<file path="config.mk">
export PLATFORM = sky130hd
export DESIGN_NAME = irc_wildcard_mask_match_unit
export DESIGN_NICKNAME = d
export VERILOG_FILES = /design/src/iwm_pkg.sv /design/src/iwm_cell.sv /design/src/irc_wildcard_mask_match_unit.sv
export SDC_FILE = /design/constraint.sdc
export NUM_CORES = 1
export LEC_CHECK = 0
export BUFFER_PORTS_ARGS = -buffer_cell sky130_fd_sc_hd__buf_2
export CAP_MARGIN = 20
export CORE_MARGIN = 2
export CORE_UTILIZATION = 45
export DETAILED_ROUTE_END_ITERATION = 12
export PLACE_DENSITY = 0.69
export SYNTH_ARGS = -nofsm -noshare
export SYNTH_HDL_FRONTEND = slang
export SYNTH_SLANG_ARGS = --single-unit
</file>
<file path="constraint.sdc">
create_clock -name clk_i -period 6.25 [get_ports clk_i]
set_clock_uncertainty 0.2 [all_clocks]
set_input_delay 0.3125 -clock clk_i [delete_from_list [all_inputs] [get_ports clk_i]]
set_output_delay 0.3125 -clock clk_i [all_outputs]
set_load 0.005 [all_outputs]
</file>
<file path="src/iwm_pkg.sv">
package iwm_pkg;

  localparam int unsigned CHAR_W = 8;

  // Kind codes of a stored mask position
  localparam logic [1:0] KIND_LIT = 2'd0;
  localparam logic [1:0] KIND_ONE = 2'd1;
  localparam logic [1:0] KIND_RUN = 2'd2;

  localparam logic [CHAR_W-1:0] CHAR_STAR   = 8'h2A;
  localparam logic [CHAR_W-1:0] CHAR_QUEST  = 8'h3F;
  localparam logic [CHAR_W-1:0] CHAR_BSLASH = 8'h5C;
  localparam logic [CHAR_W-1:0] CHAR_UP_A   = 8'h41;
  localparam logic [CHAR_W-1:0] CHAR_UP_Z   = 8'h5A;
  localparam logic [CHAR_W-1:0] CASE_OFS    = 8'h20;

  typedef struct packed {
    logic [1:0]        kind;
    logic [CHAR_W-1:0] chr;
  } iwm_entry_t;

  // Per-request control broadcast to every cell
  typedef struct packed {
    logic start;  // load the seed pattern before this request
    logic step;   // consume one name character
    logic upd;    // commit the new active bit
  } iwm_ctl_t;

  function automatic logic [CHAR_W-1:0] fold_char(input logic [CHAR_W-1:0] c);
    logic [CHAR_W-1:0] r;
    r = c;
    if (c >= CHAR_UP_A && c <= CHAR_UP_Z) begin
      r = c + CASE_OFS;
    end
    return r;
  endfunction

endpackage

</file>
<file path="src/iwm_cell.sv">
module iwm_cell
  import iwm_pkg::*;
(
  input  logic              clk_i,
  input  logic              rst_ni,
  input  iwm_ctl_t          ctl_i,
  input  logic              we_i,
  input  iwm_entry_t        entry_i,
  input  logic [CHAR_W-1:0] char_i,
  input  logic              valid_i,
  input  logic              seed_i,
  input  logic              adv_i,
  input  logic              eps_i,
  output logic              adv_o,
  output logic              eps_o,
  output logic              act_o
);

  iwm_entry_t entry_q;
  logic       act_q;
  logic       act_e;
  logic       hit;
  logic       is_run;
  logic       pre;

  always_ff @(posedge clk_i) begin
    if (we_i) begin
      entry_q <= entry_i;
    end
  end

  always_comb begin
    act_e  = ctl_i.start ? seed_i : act_q;
    is_run = valid_i && (entry_q.kind == KIND_RUN);
    case (entry_q.kind)
      KIND_LIT: hit = valid_i && (entry_q.chr == char_i);
      KIND_ONE: hit = valid_i;
      KIND_RUN: hit = valid_i;
      default:  hit = 1'b0;
    endcase
    adv_o = ctl_i.step && act_e && hit;
    // a run stays active while it swallows a character
    pre   = adv_i || (ctl_i.step ? (act_e && is_run) : act_e);
    eps_o = pre && is_run;
    act_o = pre || eps_i;
  end

  always_ff @(posedge clk_i or negedge rst_ni) begin
    if (!rst_ni) begin
      act_q <= 1'b0;
    end else if (ctl_i.upd) begin
      act_q <= act_o;
    end
  end

endmodule

</file>
<file path="src/irc_wildcard_mask_match_unit.sv">
// Channel  Direction  Signals                                         Accepted when
// -------  ---------  ----------------------------------------------  -------------------------
// in       request    in_valid_i/in_ready_o, req_type_i, char_code_i,  in_valid_i && in_ready_o
//                     is_last_i, is_empty_i
// out      result     out_valid_o/out_ready_i, matched_o,              out_valid_o && out_ready_i
//                     mask_overflow_o
//
// One request per cycle unless a held result stalls input: every mask position cell
// updates in the same cycle, so the throughput is set by the cell row update. A result
// appears in the cycle after the last name request, held in the output register.
// Reset clears all control state; mask entries are undefined until loaded.
// A stalled result blocks input only while the output register is full and not taken.
module irc_wildcard_mask_match_unit
  import iwm_pkg::*;
#(
  parameter int unsigned MASK_LEN = 64
) (
  input  logic              clk_i,
  input  logic              rst_ni,
  input  logic              in_valid_i,
  output logic              in_ready_o,
  input  logic              req_type_i,
  input  logic [CHAR_W-1:0] char_code_i,
  input  logic              is_last_i,
  input  logic              is_empty_i,
  output logic              out_valid_o,
  input  logic              out_ready_i,
  output logic              matched_o,
  output logic              mask_overflow_o
);

  localparam int unsigned LW = $clog2(MASK_LEN + 1);

  // Mask loader state. pos_q counts positions as written, len_q counts stored
  // cells: consecutive stars collapse into one cell.
  logic [LW-1:0] len_q, len_d;
  logic [LW-1:0] pos_q, pos_d;
  logic          esc_q, esc_d;
  logic          ovf_q, ovf_d;
  logic          lrun_q, lrun_d;
  logic          closed_q, closed_d;
  logic          frun_q, frun_d;
  logic          name_q, name_d;

  logic          out_valid_q;
  logic          matched_q;
  logic          ovf_out_q;

  logic          acc;
  logic          wr_en;
  logic [LW-1:0] wr_idx;
  iwm_entry_t    wr_entry;
  iwm_ctl_t      ctl;
  logic [CHAR_W-1:0] fchar;

  logic          adv [MASK_LEN+1];
  logic          eps [MASK_LEN+1];
  logic          act [MASK_LEN+1];
  logic          end_q;
  logic          end_e;
  logic          hit;

  assign in_ready_o = !out_valid_q || out_ready_i;
  assign acc        = in_valid_i && in_ready_o;
  assign fchar      = fold_char(char_code_i);

  always_comb begin
    logic [LW-1:0] len_e;
    logic [LW-1:0] pos_e;
    logic          store;
    logic [1:0]    kind;

    len_e    = closed_q ? '0 : len_q;
    pos_e    = closed_q ? '0 : pos_q;
    store    = 1'b0;
    kind     = KIND_LIT;
    len_d    = len_q;
    pos_d    = pos_q;
    esc_d    = esc_q;
    ovf_d    = ovf_q;
    lrun_d   = lrun_q;
    closed_d = closed_q;
    frun_d   = frun_q;
    name_d   = name_q;
    wr_en    = 1'b0;
    wr_idx   = len_e;
    wr_entry = '{kind: KIND_LIT, chr: fchar};

    if (acc && !req_type_i) begin
      // mask request: drop any name in progress, restart after a closed mask
      name_d = 1'b0;
      len_d  = len_e;
      pos_d  = pos_e;
      esc_d  = closed_q ? 1'b0 : esc_q;
      ovf_d  = closed_q ? 1'b0 : ovf_q;
      lrun_d = closed_q ? 1'b0 : lrun_q;
      if (!is_empty_i) begin
        if (esc_d) begin
          esc_d = 1'b0;
          store = 1'b1;
          kind  = KIND_LIT;
        end else if (char_code_i == CHAR_BSLASH) begin
          esc_d = 1'b1;
        end else if (char_code_i == CHAR_STAR) begin
          store = 1'b1;
          kind  = KIND_RUN;
        end else if (char_code_i == CHAR_QUEST) begin
          store = 1'b1;
          kind  = KIND_ONE;
        end else begin
          store = 1'b1;
          kind  = KIND_LIT;
        end
      end
      if (store) begin
        if (pos_e == LW'(MASK_LEN)) begin
          ovf_d = 1'b1;
        end else begin
          pos_d = pos_e + LW'(1);
          if (!(kind == KIND_RUN && lrun_d)) begin
            wr_en         = 1'b1;
            wr_entry.kind = kind;
            len_d         = len_e + LW'(1);
            lrun_d        = (kind == KIND_RUN);
            if (len_e == '0) begin
              frun_d = (kind == KIND_RUN);
            end
          end
        end
      end
      closed_d = is_last_i;
      if (is_last_i) begin
        esc_d = 1'b0;
      end
    end else if (acc) begin
      name_d = !is_last_i;
    end
  end

  always_comb begin
    ctl.start = acc && req_type_i && !name_q;
    ctl.step  = acc && req_type_i && !is_empty_i;
    ctl.upd   = acc && req_type_i;
  end

  assign adv[0] = 1'b0;
  assign eps[0] = 1'b0;

  for (genvar g = 0; g < MASK_LEN; g++) begin : g_cell
    logic seed;
    if (g == 0) begin : g_seed0
      assign seed = 1'b1;
    end else if (g == 1) begin : g_seed1
      assign seed = frun_q && (len_q != '0);
    end else begin : g_seedn
      assign seed = 1'b0;
    end

    iwm_cell u_cell (
      .clk_i   (clk_i),
      .rst_ni  (rst_ni),
      .ctl_i   (ctl),
      .we_i    (wr_en && (wr_idx == LW'(g))),
      .entry_i (wr_entry),
      .char_i  (fchar),
      .valid_i (len_q > LW'(g)),
      .seed_i  (seed),
      .adv_i   (adv[g]),
      .eps_i   (eps[g]),
      .adv_o   (adv[g+1]),
      .eps_o   (eps[g+1]),
      .act_o   (act[g])
    );
  end

  // Terminal position past the last cell holds no entry
  assign end_e         = ctl.start ? 1'b0 : end_q;
  assign act[MASK_LEN] = adv[MASK_LEN] || (!ctl.step && end_e) || eps[MASK_LEN];

  assign hit = act[len_q] && !ovf_q;

  always_ff @(posedge clk_i or negedge rst_ni) begin
    if (!rst_ni) begin
      len_q       <= '0;
      pos_q       <= '0;
      esc_q       <= 1'b0;
      ovf_q       <= 1'b0;
      lrun_q      <= 1'b0;
      closed_q    <= 1'b0;
      frun_q      <= 1'b0;
      name_q      <= 1'b0;
      end_q       <= 1'b0;
      out_valid_q <= 1'b0;
    end else begin
      len_q    <= len_d;
      pos_q    <= pos_d;
      esc_q    <= esc_d;
      ovf_q    <= ovf_d;
      lrun_q   <= lrun_d;
      closed_q <= closed_d;
      frun_q   <= frun_d;
      name_q   <= name_d;
      if (ctl.upd) begin
        end_q <= act[MASK_LEN];
      end
      // hold a result until taken; refill in the same cycle it leaves
      if (acc && req_type_i && is_last_i) begin
        out_valid_q <= 1'b1;
      end else if (out_ready_i) begin
        out_valid_q <= 1'b0;
      end
    end
  end

  always_ff @(posedge clk_i) begin
    if (acc && req_type_i && is_last_i) begin
      matched_q <= hit;
      ovf_out_q <= ovf_q;
    end
  end

  assign out_valid_o     = out_valid_q;
  assign matched_o       = matched_q;
  assign mask_overflow_o = ovf_out_q;

endmodule

</file>
After elaboration in Yosys (flattened, before gate mapping)

Index checks and enable logic that the tools add are counted.

Flip-flop bits (word level): 728
Input bits: 15
Output and inout bits: 4
Word-level logic and storage cells: 1503

Add/sub/neg operators: 3
Magnitude comparators: 67
Equality and inequality tests: 260
Multiplexer cells: 238
Bitwise logic cells: 3
Reduce and logical (&&, ||, !) cells: 728

Operators with widths:

| operator              | number |
|---|---|
| $eq A8 B8 Y1          | 64 |
| $logic_and A1 B1 Y1   | 459 |
| $eq A7 B6 Y1 const B  | 32 |
| $gt A7 B6 Y1 const B  | 32 |
| $mux W1               | 156 |
| $eq A2 B2 Y1 const B  | 65 |
| $logic_or A1 B1 Y1    | 129 |
| $eq A2 B1 Y1 const B  | 64 |
| $logic_not A2 Y1      | 64 |
| $pmux W1 S2           | 64 |
| $reduce_or A2 Y1      | 64 |
| $eq A7 B5 Y1 const B  | 16 |
| $gt A7 B5 Y1 const B  | 16 |
| $eq A7 B4 Y1 const B  | 8 |
| $gt A7 B4 Y1 const B  | 8 |
| $mux W7               | 7 |
| $eq A7 B3 Y1 const B  | 4 |
| $gt A7 B3 Y1 const B  | 4 |
| $mux W2               | 9 |
| $eq A8 B6 Y1 const B  | 2 |
| $add A7 B1 Y7 const B | 2 |
| $eq A7 B2 Y1 const B  | 2 |
| $gt A7 B1 Y1 const B  | 2 |
| $gt A7 B2 Y1 const B  | 2 |
| other kinds (16)      | 24 |

Longest topological paths before layout

Gate-level depths: netlist of run 1.

Word-level depth: 15
Depth in mapped cells: 16
Mapped depth without buffers: 13

Hierarchy

A second synthesis of run 1 with hierarchy kept.

Cell total of the unflattened synthesis: 2750
Area total of the unflattened synthesis: 36697.7 µm²

By module, submodules not included:

| module                       | instances | cells each | area an instance (µm²) | seq. area each (µm²) |
|---|---|---|---|---|
| iwm_cell                     | 64        | 36         | 524.3                  | 325.3 |
| irc_wildcard_mask_match_unit | 1         | 446        | 3145.5                 | 610.6 |

Least setup slack after synthesis of run 1

Ideal clock, no wire load.

Path kind: flip-flop to flip-flop
Start: register closed_q
End: register g_cell[0].u_cell.entry_q[9] in the netlist's numbering, data pin
Library setup time: 0.499 ns
Arrival: 3.522 ns
Path slack: 2.028 ns
Cell stages (with the launch flop): 11
Path buffers: 2
Clock period less this slack: 4.222 ns
Cell sequence: dfrtp_1 > clkbuf_1 > clkbuf_1 > nand2b_1 > ha_1 > nor4b_1 > nand2_1 > and2_1 > nand2_1 > or2_2 > nor2_1

RTL lines:

| element                  | RTL line                            | source |
|---|---|---|
| start: declaration       | irc_wildcard_mask_match_unit.sv:41  | `logic closed_q, closed_d;` |
| start signal: assignment | irc_wildcard_mask_match_unit.sv:200 | `closed_q <= closed_d;` |
| end signal: assignment   | iwm_cell.sv:28                      | `entry_q <= entry_i;` |
| end: declaration         | iwm_cell.sv:19                      | `iwm_entry_t entry_q;` |

Final worst setup path of run 1

Start: input port char_code_i[1]
End: register matched_q (netlist: matched_o), data pin

Word-level cells in the longest chain between the ends: 14

RTL lines:

| element                                       | RTL line                                            | source |
|---|---|---|
| start: declaration                            | irc_wildcard_mask_match_unit.sv:23                  | `input logic [CHAR_W-1:0] char_code_i,` |
| $ge A8 B7 Y1 or $le A8 B7 Y1 (tied branches)  | iwm_pkg.sv:32                                       | `if (c >= CHAR_UP_A && c <= CHAR_UP_Z) begin` |
| $logic_and A1 B1 Y1                           | iwm_pkg.sv:32                                       |  |
| $mux W8 *                                     | iwm_pkg.sv:32                                       |  |
| $eq A8 B8 Y1                                  | iwm_cell.sv:36                                      | `KIND_LIT: hit = valid_i && (entry_q.chr == char_i);` |
| $logic_and A1 B1 Y1                           | iwm_cell.sv:36                                      |  |
| $pmux W1 S2                                   | iwm_cell.sv:35                                      | `case (entry_q.kind)` |
| $logic_and A1 B1 Y1                           | iwm_cell.sv:41                                      | `adv_o = ctl_i.step && act_e && hit;` |
| $logic_or A1 B1 Y1                            | iwm_cell.sv:43                                      | `pre = adv_i \|\| (ctl_i.step ? (act_e && is_run) : act_e);` |
| $logic_and A1 B1 Y1                           | iwm_cell.sv:44                                      | `eps_o = pre && is_run;` |
| $logic_or A1 B1 Y1 (on tied branches)         | irc_wildcard_mask_match_unit.sv:178, iwm_cell.sv:45 |  |
| $bmux W1 S7 *                                 | irc_wildcard_mask_match_unit.sv:180                 | `assign hit = act[len_q] && !ovf_q;` |
| $mux W1 (not written as such) * (2 in series) | irc_wildcard_mask_match_unit.sv:180                 |  |
| $logic_and A1 B1 Y1 *                         | irc_wildcard_mask_match_unit.sv:180                 |  |
| net hit                                       | irc_wildcard_mask_match_unit.sv:61                  | `logic hit;` |
| end signal: assignment                        | irc_wildcard_mask_match_unit.sv:217                 | `matched_q <= hit;` |
| end: declaration                              | irc_wildcard_mask_match_unit.sv:46                  | `logic matched_q;` |

The timed path passes the listed nets; every way through them passes the cells marked *. The select of a mux whose other input is x is not followed.
A chain may end at the register's enable or synchronous reset.

==> flow_metrics.py, run 1 <==
metrics = {
    "outcome": {
        "status": "complete, no violations",
    },
    "clock_network": {
        "clockBufferDepth": 3,
        "clkLatencyLatePin_ps": 650,
        "numCtsBuffers": 79,
        "clkTransAtPathRegs_ps": 60,
        "cts_sinks": 728,
        "htreeDepth": 3,
        "clockRootBuffer": "clkbuf_16",
        "cts_tree": "built",
    },
    "pwr": {
        "ir_drop_uv": 198,
        "pwr_density_cell_nw_per_um2": 279,
        "total_power_mw": 11.8,
        "p_leak_nw": 15.2,
    },
    "synth": {
        "syn_inst": 3166,
        "synth_cell_type_count": 102,
        "synth_seq_cells": 728,
        "yosys-top-cells-area": "edfxtp_1 (50%), ha_1 (6.5%), xnor2_1 (6.0%)",
        "synth.avg_cell_area_um2": 12.1,
        "synth_top_cell_area_share": 0.504,
        "synth_most_common_cell": "edfxtp_1",
        "ys_seq_area_frac": 0.560,
        "syn_nets": 3380,
        "synth-main-ff-cell": "edfxtp_1",
        "yosys_warnings": 0,
        "async_flop_share": 0.118,
        "yosysTopAreaCell": "edfxtp_1",
        "synthTopCellsByCount": "edfxtp_1 (642), xnor2_1 (263), nand2_1 (247)",
        "netlist_area_um2": 38200,
        "synth_edf_count": 642,
    },
    "global_route": {
        "grt_pass1_wl_um": 168000,
        "grt.total_usage": 0.261,
        "antenna_found_initial": 0,
        "grt_max_degree": 100,
        "grt_pass1_vias": 25802,
        "grt_remaining_overflow": 0,
    },
    "floorplan": {
        "io_pins": 19,
        "fp.dieW_um": 295,
        "die-area_um2": 87300,
        "dieHeight_um": 295,
        "start_util": 0.455,
        "core_area_um2": 84000,
        "num_rows": 106,
    },
    "worst_setup_path": {
        "critPathMaxFanout": 38,
        "path_class": "input pin to flop",
        "critPathCaptureType": "flop",
        "critPathMaxStageDelay_ps": 750,
        "crit_required_ps": 6510,
        "critPathTopFamily": "compound AO/OA/AOI/OAI gates",
        "crit_path_start_kind": "input pin",
        "path_buf_inv": 3,
        "cp.arrival_ps": 5240,
        "cpMaxStageDelayCell": "buf_4",
        "cp_cell_sequence": "dlygate4sd3_1, buf_6, a21o_1, a22oi_4, o21ai_4, buf_4, xnor2_1, a2111oi_2, o211a_1, a311oi_1, mux2_2, o311ai_0, o211ai_1, o31ai_1",
    },
    "route": {
        "vias": 26738,
        "wl_um": 114000,
        "wire_per_inst_um": 25.9,
        "drcViolationCount": 0,
        "detail-route-antenna-nets": 0,
        "first_iter_violations": 3535,
        "routed_via_density": 6.08,
        "drt_first_pass_iters": 6,
    },
    "sta": {
        "finalSetupViolCount": 0,
        "period_minus_slack_ps": 4980,
        "worst_slew_pin_slew_ps": 1100,
        "slew_violations": 0,
        "timing.setup.tns_ps": 0,
        "hold_violations": 0,
        "finalCritPeriodShare": 0.797,
        "rsz0062_at_grt": "false",
        "max_freq_mhz": 201,
        "slew_headroom": 0.267,
    },
    "layout": {
        "post-route-util": 0.505,
        "seqCellArea_um2": 21400,
        "drive_gt1_frac": 0.0804,
        "multi_input_area_um2": 15400,
        "syn_to_final_growth_pct": 10.9,
        "layout.nets": 3408,
        "final_area_um2": 42400,
        "nFillCells": 7208,
    },
    "worst_hold_path": {
        "hold_path_class": "input pin to flop",
    },
    "placed_design": {
        "place_area_um2": 39600,
        "gp_congestion": 1.02,
        "place_hpwl_um": 74500,
        "portBuffers": 18,
    },
    "flow_run": {
        "maxCapViolCount": 0,
    },
}
[tightest hold or removal path, delay by kind of cell]
family,cells,cell delay [ps]
compound gates,2,330
buf+inv,1,190
[per-layer routing]
metal / GRT usage / vias to the layer above / share of wire
met5: 0 / - / 0
met4: 0.135 / 0 / 0.059
met2: 0.396 / 1630 / 0.43
li1: - / 11660 / -
met1: 0.345 / 13026 / 0.40
met3: 0.0668 / 422 / 0.11
[placed cells by master (no fill, tap or decap), drive strengths merged, types with 24 or more instances in the layout]
cell,Yosys,layout
dfrtp,86,86
inv,167,166
ha,199,199
a21o,24,24
nor2b,24,24
clkbuf,55,109
xnor2,263,263
o21ai,129,129
and2,26,26
nor3,51,51
a31oi,27,27
nor4b,27,27
nand2,247,247
a21oi,93,93
buf,98,90
nand2b,34,34
nand4,38,38
xor2,201,201
nand3,61,61
nor4,78,78
and3,37,37
a2111oi,27,27
o211ai,29,29
nor2,165,165
edfxtp,642,642
[worst paths after layout]
kind,from,to,slack [ps],cells past startpoint
max,char_code_i[1],matched_o,1270,14
min,is_empty_i,esc_q,30,3
max reg2reg,len_q[4],matched_o,1310,12
min reg2reg,lrun_q,lrun_q,280,2
max in group asynchronous,rst_ni,g_cell[42].u_cell.act_q,4190,4
min in group asynchronous,rst_ni,pos_q[1],540,4
[metrics by stage]
step | worst slack (ps) | std cells | hold WS (ps)
after global placement | 1320 | 4236 | 65.8
after detailed placement | 1270 | 4236 | 63.5
after floorplan | 2030 | 3166 | -183
after global routing | 1030 | 4392 | 12.4
after CTS | 1400 | 4392 | 8.93
final | 1270 | 4395 | 32.4
[registers in the layout, summed over array words and instances, names as in the netlist]
register	flops
ovf_q	1
end_q	1
g_cell.u_cell.entry_q	640
matched_o	1
g_cell.u_cell.act_q	64
out_valid_o	1
lrun_q	1
frun_q	1
name_q	1
mask_overflow_o	1
len_q	7
pos_q	7
closed_q	1
esc_q	1
[cell families (layout without fill, tap and decap cells)]
family	count (synthesis)	in the layout	synth area share
other	0	3	0
xor gates and xnor gates	464	464	0.106
DFF	728	728	0.560
adders and majority gates	199	199	0.0651
muxes	9	9	0.00281
buffers and inverters	321	413	0.0390
AOI/OAI and AO/OA	561	561	0.105
and+or+nand+nor	884	884	0.121
[timing repair]
item | in CTS | in global routing
hold buffers | 11 | 0
endpoints found under the hold margin | 62 | 0
resized for setup | 0 | 0
buffers inserted | 0 | 0
[report_power, final]
| part | total [mW] | switching, mW | internal, mW |
|---|---|---|---|
| registers | 5.50 | 0.124 | 5.37 |
| clock network | 4.83 | 1.91 | 2.91 |
| logic | 1.50 | 1.07 | 0.431 |
[final cells by class]
cell class | instances | area share
tap | 1134 | 0.0335
sequential | 728 | 0.506
multi-input combinational | 2117 | 0.363
timing repair buffer | 100 | 0.0198
inverter | 168 | 0.0151
antenna | 3 | 0.000177
clock buffer | 109 | 0.0518
clock inverter | 36 | 0.0112
Power figures use the tool's default switching activity.
==> run 2: changes to the inputs <==
--- a/config.mk
+++ b/config.mk
@@ -10,7 +10,7 @@
 export CORE_MARGIN = 2
 export CORE_UTILIZATION = 45
 export DETAILED_ROUTE_END_ITERATION = 12
-export PLACE_DENSITY = 0.69
+export PLACE_DENSITY = 0.71
 export SYNTH_ARGS = -nofsm -noshare
 export SYNTH_HDL_FRONTEND = slang
 export SYNTH_SLANG_ARGS = --single-unit
==> constraint.sdc (replaced) <==
create_clock -name clk_i -period 4.5 [get_ports clk_i]
set_clock_uncertainty 0.2 [all_clocks]
set_input_delay 0.225 -clock clk_i [delete_from_list [all_inputs] [get_ports clk_i]]
set_output_delay 0.225 -clock clk_i [all_outputs]
set_load 0.005 [all_outputs]
==> run 2 against run 1 <==
Cell area rose by 2.4%. Non-clock buffer count rose by 111. Clock power rose by 38%. Critical endpoint unchanged. Largest power group unchanged.
==> flow_metrics.py, run 2 (synthesized netlist as in run 1, its figures left out) <==
metrics = {
    "layout": {
        "layout.nets": 3522,
        "final_common_cell": "edfxtp_1",
        "top_regs": "g_cell.u_cell.entry_q (640), g_cell.u_cell.act_q (64)",
        "diodes": 0,
        "top_register": "g_cell.u_cell.entry_q",
        "most-common-layout-cells": "edfxtp_1 (642), xnor2_1 (263), nand2_1 (246)",
        "largest_reg_flops": 640,
        "post-route-util": 0.517,
        "syn_to_final_growth_pct": 13.6,
        "drive_gt1_frac": 0.111,
        "final_cells": 4509,
    },
    "placed_design": {
        "gp_congestion": 1.02,
        "place_hpwl_um": 79700,
        "dp_cells": 4342,
        "portBuffers": 18,
    },
    "route": {
        "met1_length_um": 47400,
        "wl_um": 115000,
        "highest_layer": "met5",
        "vias": 27014,
        "drcViolationCount": 0,
        "drt_first_pass_iters": 6,
        "routed_via_density": 5.99,
        "first_iter_violations": 3286,
        "wl_met3_um": 11300,
        "detail-route-antenna-nets": 0,
        "wire_per_inst_um": 25.5,
        "met2_length_um": 50600,
    },
    "floorplan": {
        "num_rows": 106,
        "dieHeight_um": 295,
        "io_pins": 19,
        "fp.dieW_um": 295,
        "die-area_um2": 87300,
        "start_util": 0.455,
        "core_area_um2": 84000,
    },
    "clock_network": {
        "clockRootBuffer": "clkbuf_16",
        "cts_tree": "built",
        "clockBufferDepth": 3,
        "clkTransAtPathRegs_ps": 60,
        "cts_sinks": 728,
        "post_cts_resized": 0,
        "holdBufCountCts": 13,
        "cts_setup_buffers": 0,
        "clkLatencyLatePin_ps": 650,
        "numCtsBuffers": 82,
        "htreeDepth": 3,
    },
    "worst_setup_path": {
        "r2r_cells": 13,
        "crit_path_start_kind": "flop",
        "critPathMaxStageDelay_ps": 520,
        "cp.arrival_ps": 4510,
        "path_buf_inv": 2,
        "cp_cell_sequence": "nor2b_1, inv_1, nand3_2, buf_4, nor4b_1, or3b_1, o31ai_2, o21bai_1, o311ai_0, o311a_1, a22oi_1, o211ai_1, o31ai_1",
        "critPathMaxFanout": 11,
        "cpMaxStageDelayCell": "nor4b_1",
        "crit_required_ps": 4760,
        "critical_path_depth": 13,
        "path_class": "flop to flop",
        "critPathCaptureType": "flop",
        "rrSetupSlack_ps": 250,
        "critPathTopFamily": "compound AO/OA/AOI/OAI gates",
    },
    "global_route": {
        "grt.total_usage": 0.263,
        "grt_remaining_overflow": 0,
        "grt_pass1_vias": 26274,
        "antenna_found_initial": 2,
        "grt_pass1_wl_um": 171000,
        "grt_max_degree": 76,
    },
    "outcome": {
        "status": "complete, no violations",
    },
    "sta": {
        "rsz0062_at_grt": "false",
        "hold_violations": 0,
        "finalSetupViolCount": 0,
        "max_freq_mhz": 235,
        "period_minus_slack_ps": 4250,
        "slew_violations": 0,
        "timing.setup.tns_ps": 0,
        "slew_headroom": 0.267,
        "finalCritPeriodShare": 0.945,
        "worst_slew_pin_slew_ps": 1090,
    },
    "worst_hold_path": {
        "min_path_cells": 2,
        "hold_path_class": "input pin to flop",
    },
    "pwr": {
        "ir_drop_uv": 290,
        "pwr_density_cell_nw_per_um2": 379,
        "p_leak_nw": 15.9,
    },
    "flow_run": {
        "maxCapViolCount": 0,
    },
}
[run 2: layer usage]
layer,track usage,vias up
li1,-,11883
met1,0.363,13222
met2,0.402,1559
met3,0.0559,346
met4,0.117,4
met5,0,-
[run 2: layout make-up]
cell class | count | area, µm²
Fill cell | 7065 | 40500
Sequential cell | 728 | 21400
Multi-Input combinational cell | 2117 | 15400
Timing Repair Buffer | 211 | 1930
Tap cell | 1134 | 1420
Clock inverter | 47 | 417
Clock buffer | 104 | 2230
Inverter | 168 | 639
[run 2: power by group]
group | internal (mW) | leakage (nW) | switching (mW) | total [mW]
sequential | 7.46 | 6.93 | 0.158 | 7.62
combinational | 0.714 | 7.63 | 1.45 | 2.17
clock | 3.91 | 1.29 | 2.77 | 6.68
[run 2: path summary, 6_finish.rpt]
kind                                     start                      endpoint
worst max-delay path               out_valid_o                     matched_o
worst min-delay path            char_code_i[1]  g_cell[28].u_cell.entry_q[1]
worst max register to register     out_valid_o                     matched_o
worst min register to register           end_q                         end_q
max in group asynchronous               rst_ni                      len_q[5]
min in group asynchronous               rst_ni       g_cell[22].u_cell.act_q
[run 2: metrics by stage]
step | hold WS, ps | instance area, µm² | power (mW) | setup slack [ps]
2_1_floorplan | -271 | 38200 | 8.89 | 278
3_5_place_dp | -154 | 40600 | 9.82 | 277
3_3_place_gp | -154 | 40600 | 9.80 | 303
6_report | 26.1 | 43400 | 16.5 | 248
4_1_cts | 28.8 | 43400 | 16.4 | 328
5_1_grt | 39.0 | 43400 | 16.9 | 25.0
[run 2: worst register-to-register path, cell delays in order, from the launching register on]
cell	delay, ps
dfrtp_1	380
nor2b_1	230
inv_1	230
nand3_2	190
buf_4	250
nor4b_1	530
or3b_1	430
o31ai_2	380
o21bai_1	200
o311ai_0	200
o311a_1	190
a22oi_1	310
o211ai_1	140
o31ai_1	210
